**src/design/srctl_pkg.sv**
```systemverilog
`timescale 1ns / 1ps
// ----------------------------------------------------------------------------
// srctl_pkg
// Shared types and constants for the sonar ranging controller.
// ----------------------------------------------------------------------------
package srctl_pkg;

  localparam int unsigned CntW   = 16;
  localparam int unsigned ScaleW = 8;
  localparam int unsigned ProdW  = CntW + ScaleW;
  localparam int unsigned AddrW  = 3;
  localparam int unsigned DataW  = 32;

  localparam logic [CntW-1:0]   TimeoutRst = 16'd100;
  localparam logic [ScaleW-1:0] ScaleRst   = 8'd1;
  localparam logic [CntW-1:0]   CntMax     = '1;

  // register index, taken from the word address bit
  typedef enum logic [0:0] {
    REG_TIMEOUT = 1'b0,
    REG_SCALE   = 1'b1
  } reg_idx_e;

  typedef enum logic [2:0] {
    SEQ_INIT     = 3'd0,
    SEQ_WAIT_REQ = 3'd1,
    SEQ_SET_TRIG = 3'd2,
    SEQ_CLR_TRIG = 3'd3,
    SEQ_GET_RES  = 3'd4
  } seq_state_e;

  function automatic logic [CntW-1:0] sat_inc(input logic [CntW-1:0] v);
    sat_inc = (v == CntMax) ? v : v + 1'b1;
  endfunction

endpackage

```
**src/design/sonar_ranging_controller_core.sv**
```systemverilog
`timescale 1ns / 1ps
// ----------------------------------------------------------------------------
// sonar_ranging_controller_core
// Tick-driven trigger/echo sequencer for an ultrasonic range finder.
// ----------------------------------------------------------------------------
// Each accepted request is one tick: the sequencer and echo detector update
// in the accepting cycle and the tick's result appears in the output register
// on the next cycle. One request per cycle is taken, also while a result
// waits, as long as the output register is empty or is being drained in the
// same cycle; the single output register sets that figure. Write
// timeout_ticks at 0x0 and the distance scale at 0x4 only while idle.
module sonar_ranging_controller_core (
  input  logic                          clk_i,
  input  logic                          rst_ni,
  // tick requests
  input  logic                          in_valid_i,
  output logic                          in_ready_o,
  input  logic                          echo_level_i,
  input  logic                          start_request_i,
  // results
  output logic                          out_valid_o,
  input  logic                          out_ready_i,
  output logic                          trigger_level_o,
  output logic [srctl_pkg::CntW-1:0]    distance_o,
  output logic                          measure_done_o,
  output logic                          timed_out_o,
  // configuration
  input  logic                          psel,
  input  logic                          penable,
  input  logic                          pwrite,
  input  logic [srctl_pkg::AddrW-1:0]   paddr,
  input  logic [srctl_pkg::DataW-1:0]   pwdata,
  output logic [srctl_pkg::DataW-1:0]   prdata,
  output logic                          pready
);
  import srctl_pkg::*;

  logic [CntW-1:0]   timeout_q;
  logic [ScaleW-1:0] scale_q;

  seq_state_e        state_q, state_d;
  logic [CntW-1:0]   wait_q, wait_d;
  logic              start_pend_q, start_pend_d;
  logic              in_pulse_q, in_pulse_d;
  logic [CntW-1:0]   echo_cnt_q, echo_cnt_d;
  logic [CntW-1:0]   echo_res_q, echo_res_d;
  logic              echo_pend_q, echo_pend_d;
  logic [CntW-1:0]   dist_q, dist_d;
  logic              trig_q, trig_d;
  logic              done_d, tmo_d;

  logic              out_valid_q;
  logic              out_trig_q, out_done_q, out_tmo_q;
  logic [CntW-1:0]   out_dist_q;

  logic              in_fire;
  logic              cfg_wr;
  reg_idx_e          cfg_idx;
  logic [ProdW-1:0]  prod;

  assign pready     = 1'b1;
  assign cfg_wr     = psel & penable & pwrite & pready;
  assign cfg_idx    = reg_idx_e'(paddr[2]);
  assign in_ready_o = ~out_valid_q | out_ready_i;
  assign in_fire    = in_valid_i & in_ready_o;

  always_comb begin
    case (cfg_idx)
      REG_TIMEOUT: prdata = DataW'(timeout_q);
      REG_SCALE:   prdata = DataW'(scale_q);
      default:     prdata = '0;
    endcase
  end

  always_ff @(posedge clk_i or negedge rst_ni) begin
    if (!rst_ni) begin
      timeout_q <= TimeoutRst;
      scale_q   <= ScaleRst;
    end else if (cfg_wr) begin
      case (cfg_idx)
        REG_TIMEOUT: timeout_q <= pwdata[CntW-1:0];
        REG_SCALE:   scale_q   <= pwdata[ScaleW-1:0];
        default: ;
      endcase
    end
  end

  assign prod = ProdW'(scale_q) * ProdW'(echo_res_q);

  // sequencer step, then detector step
  always_comb begin
    state_d      = state_q;
    wait_d       = wait_q;
    start_pend_d = start_pend_q | start_request_i;
    echo_pend_d  = echo_pend_q;
    dist_d       = dist_q;
    trig_d       = trig_q;
    done_d       = 1'b0;
    tmo_d        = 1'b0;
    in_pulse_d   = in_pulse_q;
    echo_cnt_d   = echo_cnt_q;
    echo_res_d   = echo_res_q;

    case (state_q)
      SEQ_INIT: begin
        trig_d  = 1'b0;
        state_d = SEQ_WAIT_REQ;
      end
      SEQ_WAIT_REQ: begin
        if (start_pend_d) begin
          start_pend_d = 1'b0;
          wait_d       = '0;
          state_d      = SEQ_SET_TRIG;
        end
      end
      SEQ_SET_TRIG: begin
        trig_d  = 1'b1;
        state_d = SEQ_CLR_TRIG;
      end
      SEQ_CLR_TRIG: begin
        trig_d  = 1'b0;
        state_d = SEQ_GET_RES;
      end
      SEQ_GET_RES: begin
        wait_d = sat_inc(wait_q);
        if (echo_pend_q) begin
          echo_pend_d = 1'b0;
          dist_d      = (|prod[ProdW-1:CntW]) ? CntMax : prod[CntW-1:0];
          done_d      = 1'b1;
          state_d     = SEQ_WAIT_REQ;
        end else if (wait_d >= timeout_q) begin
          tmo_d   = 1'b1;
          state_d = SEQ_WAIT_REQ;
        end
      end
      default: state_d = SEQ_INIT;
    endcase

    if (echo_level_i) begin
      echo_cnt_d = sat_inc(echo_cnt_q);
      in_pulse_d = 1'b1;
    end else if (in_pulse_q) begin
      // falling edge closes the pulse and posts its length
      echo_res_d  = echo_cnt_q;
      echo_cnt_d  = '0;
      echo_pend_d = 1'b1;
      in_pulse_d  = 1'b0;
    end
  end

  always_ff @(posedge clk_i or negedge rst_ni) begin
    if (!rst_ni) begin
      state_q      <= SEQ_INIT;
      wait_q       <= '0;
      start_pend_q <= 1'b0;
      in_pulse_q   <= 1'b0;
      echo_cnt_q   <= '0;
      echo_res_q   <= '0;
      echo_pend_q  <= 1'b0;
      dist_q       <= '0;
      trig_q       <= 1'b0;
    end else if (in_fire) begin
      state_q      <= state_d;
      wait_q       <= wait_d;
      start_pend_q <= start_pend_d;
      in_pulse_q   <= in_pulse_d;
      echo_cnt_q   <= echo_cnt_d;
      echo_res_q   <= echo_res_d;
      echo_pend_q  <= echo_pend_d;
      dist_q       <= dist_d;
      trig_q       <= trig_d;
    end
  end

  always_ff @(posedge clk_i or negedge rst_ni) begin
    if (!rst_ni) begin
      out_valid_q <= 1'b0;
    end else if (in_fire) begin
      out_valid_q <= 1'b1;
    end else if (out_ready_i) begin
      out_valid_q <= 1'b0;
    end
  end

  always_ff @(posedge clk_i) begin
    if (in_fire) begin
      out_trig_q <= trig_d;
      out_dist_q <= dist_d;
      out_done_q <= done_d;
      out_tmo_q  <= tmo_d;
    end
  end

  assign out_valid_o     = out_valid_q;
  assign trigger_level_o = out_trig_q;
  assign distance_o      = out_dist_q;
  assign measure_done_o  = out_done_q;
  assign timed_out_o     = out_tmo_q;

  // trigger is high only for the tick spent in the pulse state
  a_trig_state: assert property (@(posedge clk_i) disable iff (!rst_ni)
    trig_q |-> (state_q == SEQ_CLR_TRIG))
    else $error("trigger high outside pulse state");

  a_done_xor_tmo: assert property (@(posedge clk_i) disable iff (!rst_ni)
    out_valid_q |-> !(out_done_q && out_tmo_q))
    else $error("done and timeout in one result");

  a_end_to_wait: assert property (@(posedge clk_i) disable iff (!rst_ni)
    (in_fire && (done_d || tmo_d)) |=> (state_q == SEQ_WAIT_REQ))
    else $error("measurement end did not return to wait");

  a_cnt_in_pulse: assert property (@(posedge clk_i) disable iff (!rst_ni)
    (echo_cnt_q != '0) |-> in_pulse_q)
    else $error("echo count outside a pulse");

endmodule

```
**config.mk**
```make
export PLATFORM = sky130hd
export DESIGN_NAME = sonar_ranging_controller_core
export DESIGN_NICKNAME = d
export VERILOG_FILES = /design/src/design/srctl_pkg.sv /design/src/design/sonar_ranging_controller_core.sv
export SDC_FILE = /design/constraint.sdc
export NUM_CORES = 1
export LEC_CHECK = 0
export BUFFER_PORTS_ARGS = -buffer_cell sky130_fd_sc_hd__buf_2
export CAP_MARGIN = 0
export CELL_PAD_IN_SITES_DETAIL_PLACEMENT = 0
export CELL_PAD_IN_SITES_GLOBAL_PLACEMENT = 1
export CORE_MARGIN = 4
export CORE_UTILIZATION = 47
export CTS_CLUSTER_SIZE = 8
export DETAILED_ROUTE_END_ITERATION = 10
export GPL_TIMING_DRIVEN = 0
export HOLD_SLACK_MARGIN = 0.03
export PLACE_DENSITY_LB_ADDON = 0.1
export SLEW_MARGIN = 0
export SYNTH_ARGS = -nofsm -noshare
export SYNTH_HDL_FRONTEND = slang
export SYNTH_SLANG_ARGS = --single-unit
```
**constraint.sdc**
```tcl
create_clock -name clk_i -period 6.5 [get_ports clk_i]
set_input_delay 1.3 -clock clk_i [delete_from_list [all_inputs] [get_ports clk_i]]
set_output_delay 1.3 -clock clk_i [all_outputs]
set_load 0.02 [all_outputs]
```
After elaboration in Yosys (flattened, before gate mapping)
Cells that the tools add are included.
- memory bits (read-only): 0
- memories: 0
- RAM bits: 0
- output and inout port bits: 54
- flip-flop bits (word level): 115
- latch bits: 0
- $add $sub $neg: 2
- equal/unequal tests: 9
- mux-type cells: 24
- reduce and logical (&&, ||, !) cells: 13
- magnitude comparators: 1
- div/mod/pow operators: 0
- multiply operators: 1
- shift operators: 0
- bitwise operators: 9
- operators with widths (cell ; count):
    two-way mux 16 bit ; 8
    case mux 32 bit (2 select lines) ; 1
    adder 16 x 1 -> 16 bit (second input constant) ; 2
    equality test 16 bit (second input constant) ; 2
    case mux 16 bit (2 select lines) ; 1
    multiplier 8 x 16 -> 24 bit ; 1
    >= comparator 16 bit ; 1
    case mux 3 bit (5 select lines) ; 1
    AND reduction 3 bit ; 4
    two-way mux 1 bit ; 9
    two-way mux 3 bit ; 3
    OR reduction 8 bit ; 1
    equality test 3 x 2 -> 1 bit (second input constant) ; 2
    nonzero test 2 bit ; 3
    inequality test 2 bit (second input constant) ; 2
    NOT 1 bit ; 4
    AND reduction 2 bit ; 2
    OR reduction 2 bit ; 2
    AND 1 bit ; 3
    equality test 3 x 1 -> 1 bit (second input constant) ; 1
    equality test 3 bit (second input constant) ; 1
    logical NOT 3 bit ; 1
    inequality test 3 bit (second input constant) ; 1
    OR 1 bit ; 2
    case mux 1 bit (2 select lines) ; 1

Depth between registers and ports, before layout
- depth in word-level cells: 6
- mapped depth: 21
- depth with buffers taken out: 18

Least setup slack after synthesis
OpenSTA, ideal clock, no wires.
- kind: register to register
- from: reg scale_q[7]
- to: reg out_dist_q[14], in the netlist distance_o[14] (data pin)
- period minus slack after synthesis: 5725 ps
- stages on the path, launching flop included: 20
- setup time: 274 ps
- path slack: 775 ps
- path buffers: 2
- arrival time: 5451 ps
- path through: dfrtp_1 clkbuf_1 nand2_1 fa_1 fa_1 inv_1 fa_1 inv_1 fa_1 inv_1 ha_1 a21o_1 a21oi_1 a21oi_2 a211oi_1 mux2_4 or4_4 nor4b_4 buf_6 a31oi_1
- longest elaborated chain between the ends: 5
- ends and longest elaborated chain (what ; RTL line ; RTL):
    from (decl) ; sonar_ranging_controller_core.sv:39 ; logic [ScaleW-1:0] scale_q;
    from (signal assigned) ; sonar_ranging_controller_core.sv:78 ; scale_q <= ScaleRst;
    from (signal assigned) ; sonar_ranging_controller_core.sv:82 ; REG_SCALE: scale_q <= pwdata[ScaleW-1:0];
    multiplier 8 x 16 -> 24 bit * ; sonar_ranging_controller_core.sv:88 ; assign prod = ProdW'(scale_q) * ProdW'(echo_res_q);
    OR reduction 8 bit ; sonar_ranging_controller_core.sv:128 ; dist_d = (|prod[ProdW-1:CntW]) ? CntMax : prod[CntW-1:0];
    two-way mux 16 bit * ; sonar_ranging_controller_core.sv:128 ;
    two-way mux 16 bit * ; sonar_ranging_controller_core.sv:126 ; if (echo_pend_q) begin
    two-way mux 16 bit * ; sonar_ranging_controller_core.sv:104 ; case (state_q)
    via dist_d[14] ; sonar_ranging_controller_core.sv:48 ; logic [CntW-1:0] dist_q, dist_d;
    to (signal assigned) ; sonar_ranging_controller_core.sv:188 ; out_dist_q <= dist_d;
    to (decl) ; sonar_ranging_controller_core.sv:54 ; logic [CntW-1:0] out_dist_q;
The timed path passes the listed nets; every way through them passes the cells marked *.
A chain may end at the register's enable or synchronous reset.

Worst setup path after layout
- from: reg scale_q[2]
- to: reg out_dist_q[10], in the netlist distance_o[10] (data pin)
The elaborated chain is that of the path after synthesis.

==> summary.md <==
| Metric | Value |
|---|---|
| Setup CP Type | reg -> reg |
| Worst slew pin tran | 1008 ps |
| Top cell type's share of synthesized area | between 20 and 25% |
| Syn-to-layout area delta | 13.81% |
| Commonest non-fill, non-tap cells in the layout | nand2_1 (132), inv_1 (122), and2_1 (108) |
| Worst Skew | around 16 ps |
| Max transition margin | 32.26% |
| Min Tclk post-route | roughly 6200 ps |
| Commonest non-fill, non-tap cell in the layout | nand2_1 |
| DRC viols | 0 |
| Max VDD drop | 0.1598 mV |
| Critical path required time | 6640 ps |
| CTS Buf Count | 17 |
| Num rows | 52 |
| Synth Register Bits | between 100 and 150 |
| Max Fclk | 160.2 MHz |
| Critical Path Start Type | register |
| Post-Syn Area | 0.009928 mm^2 |
| Status | finished, final reports clean |
| Area of the multi-input gates | approximately 0.0062 mm^2 |
| PortBufs | 61 |
| Dpl hpwl | 18530 um |
| Cell variety after synth | 64 |
| Antenna cells | 0 |
| Overall routing resource usage | 21.19% |
| Die Footprint | 0.02351 mm^2 |
| FFs w/ async S/R, synth | 83.48% |
| First-pass GRT wire length | roughly 40000 um |
| Cell Chain, Critical Path | clkbuf_4, nand2_1, fa_1, inv_1, fa_1, fa_1, inv_1, fa_1, inv_1, ha_1, a21oi_1, o21ai_0, a21o_1, a211oi_1, mux2_4, or4_4, nor4b_4, buf_4, buf_6, a31oi_1 |
| CTS Buffer Depth | 2 |
| Initial core utilization | 48.44% |
| CP max stage delay | between 500 and 600 ps |
| Worst min path class | reg -> reg |
| Overflow after GRT | 0 |
| Proportion of layout cells with a drive suffix above 1 | 14.27% |
| Final ANT Viol Nets | 0 |
| Vias in the first global route | 7745 |
| Post-synth top flop | dfrtp_1 |
| Via count | 7601 |
| Most used cell, CP | fa_1 |
| Final Setup Violations | 0 |
| Initial antenna violation count | 0 |
| CTS tree | done |
| Ports | 98 |
| Area of the core | 0.02049 mm^2 |
| Util after Layout | 55.13% |
| Vias/cell | roughly 5.2 |
| Post-layout power | 2943 uW |
| Hold Vio Cnt, Final | 0 |
| FILL cells | 1943 |
| Routed WL per cell | 16.31 um |
| Die Span Y | about 150 um |
| Final nets | ~1.4k |
| Final-report max-slew violation count | 0 |
| Final worst path period share | 96.02% |
| Mean Syn Cell Area | between 9 and 10 um^2 |
| Register area share after synthesis | 29.99% |
| CTS root buf | clkbuf_16 |
| Clock transition at path regs | 60 ps |
| Hold_buf cts | 0 |
| Maximum number of pins on one net before global-route repair | 52 |
| Slowest CP cell | dfrtp_1 |
| Leakage | 0.005566 uW |
| YS warnings | 0 |
| Hold Path Depth | 1 |
| # H-tree levels | 4 |
| Synth Instances | around 1.1k |
| Leading area contributor after synthesis | dfrtp_1 |
| Clock sinks | 115 |
| Max Cap Violations | 0 |
| Routed wire length | 23940 um |
| Dpl ws | -222.6 ps |
| Crit path arrival time | 6380 ps |
| EDFF count, synth | 19 |
| FF-to-FF path depth | 20 |
| Min setup slack post-route | roughly 260 ps |
| Ranking of synthesized cells by area | dfrtp_1 (23%), fa_1 (17%), ha_1 (7.8%), and2_1 (6.8%), edfxtp_1 (5.7%) |
| Power density over cell area | roughly 260 mW/mm^2 |
| Crit path depth | 20 |
| WP buf/inv | 6 |
| Setup crit end kind | register |
| Detailed Route Iter0 Violations | 425 |
| DRT Pass-1 Iters | 7 |
| Clock latency on the worst-skew pair | 420 ps |
| Critical path fanouts, max | 10 |
| Reg area | 0.002983 mm^2 |
| Family with the most delay on the worst path | adder cells |
| RSZ-0062 raised after global routing | false |
| GPL Wtd Cong | 0.8741 |
| Die extent in x | 153.3 um |
routing by layer:
| metal | vias to the layer above | share of wire, % | track usage, % |
|---|---|---|---|
| li1 | 3739 | - | - |
| met1 | 3677 | 48 | 29.72 |
| met2 | 164 | 46 | 34.16 |
| met3 | 21 | 4.5 | 4.043 |
| met4 | 0 | 1.4 | 5.257 |
| met5 | - | 0 | 0 |
sequential cells by signal, summed over array words and instances, names as in the netlist, 3 cells and up:
register	count
dist_q	16
distance_o	16
echo_cnt_q	16
echo_res_q	16
timeout_q	16
wait_q	16
scale_q	8
state_q	3
worst reg2reg max path, stage by stage (launching register included):
cell and delay [ps]:
dfrtp_1 550, clkbuf_4 330, nand2_1 110, fa_1 520
inv_1 50, fa_1 470, fa_1 540, inv_1 50
fa_1 520, inv_1 40, ha_1 390, a21oi_1 150
o21ai_0 170, a21o_1 210, a211oi_1 330, mux2_4 340
or4_4 500, nor4b_4 250, buf_4 200, buf_6 150
a31oi_1 90
power by group:
group / leakage [uW] / total, uW / internal [uW] / switching [uW]
Combinational: 0.00387 / 920 / 371 / 549
Clock: 0.000302 / 985 / 618 / 368
Sequential: 0.00140 / 1040 / 909 / 129
Total: 0.00557 / 2940 / 1900 / 1050
layout make-up:
type | count | area share, %
Multi-Input combinational cell | 808 | 55.23
Sequential cell | 115 | 26.40
Inverter | 123 | 4.086
Clock buffer | 18 | 3.887
Timing Repair Buffer | 64 | 3.100
Tap cell | 270 | 2.990
Buffer | 56 | 2.779
Clock inverter | 14 | 1.528
stage by stage:
stage / hold slack, ps / std cells / TNS, ps / area (um^2)
2_1_floorplan: 460.7 / 1103 / 0 / 9985
3_3_place_gp: 486.3 / 1434 / -3766 / 10630
3_5_place_dp: 494.8 / 1435 / -4501 / 10660
4_1_cts: 508.8 / 1469 / 0 / 11290
5_1_grt: 513.4 / 1468 / 0 / 11300
6_report: 504.0 / 1468 / 0 / 11300
synth_stat cells (all sizes together), types with 2 or more instances:
master / instances
nand2: 132
dfstp: 4
a22o: 8
a21oi: 34
and3: 9
nand4: 11
nor3: 9
clkbuf: 34
nand2b: 5
conb: 2
nor4: 4
a31oi: 35
nor2b: 4
o21ai: 48
buf: 23
and2: 109
a21o: 9
xnor2: 21
dfrtp: 92
nor2: 102
nand3: 12
or4: 2
ha: 62
and4: 3
o31ai: 7
fa: 84
xor2: 21
edfxtp: 19
a211oi: 6
inv: 122
a41oi: 2
o211ai: 4
mux2: 29
repair_timing:
item                                   4_1_cts  5_1_grt
setup endpoints to repair                   32       17
pin swaps                                    1        0
endpoints found under the hold margin        0        0
buffers inserted                             2        0
resized for setup                            6        9
cell families (layout without fill, tap and decap cells):
family          after synthesis  in the layout  share of synthesized area [%]
mux                          30             30                          3.428
simple gates                410            410                          20.10
xor+xnor                     42             42                          3.705
buf+inv                     180            275                          7.713
flops                       115            115                          29.99
compound gates              163            163                          10.23
fa+ha+maj                   146            146                          24.75
other cells                   2             17                        0.07564
worst paths after layout:
| kind | slack, ps | endpoint | startpoint |
|---|---|---|---|
| min reg2reg | 500 | timeout_q[12] | timeout_q[12] |
| max | 260 | distance_o[10] | scale_q[2] |
| max in group asynchronous | 4820 | timeout_q[6] | rst_ni |
| max reg2reg | 260 | distance_o[10] | scale_q[2] |
| min | 500 | timeout_q[12] | timeout_q[12] |
| min in group asynchronous | 920 | dist_q[13] | rst_ni |
(Power assumes the default switching activity.)
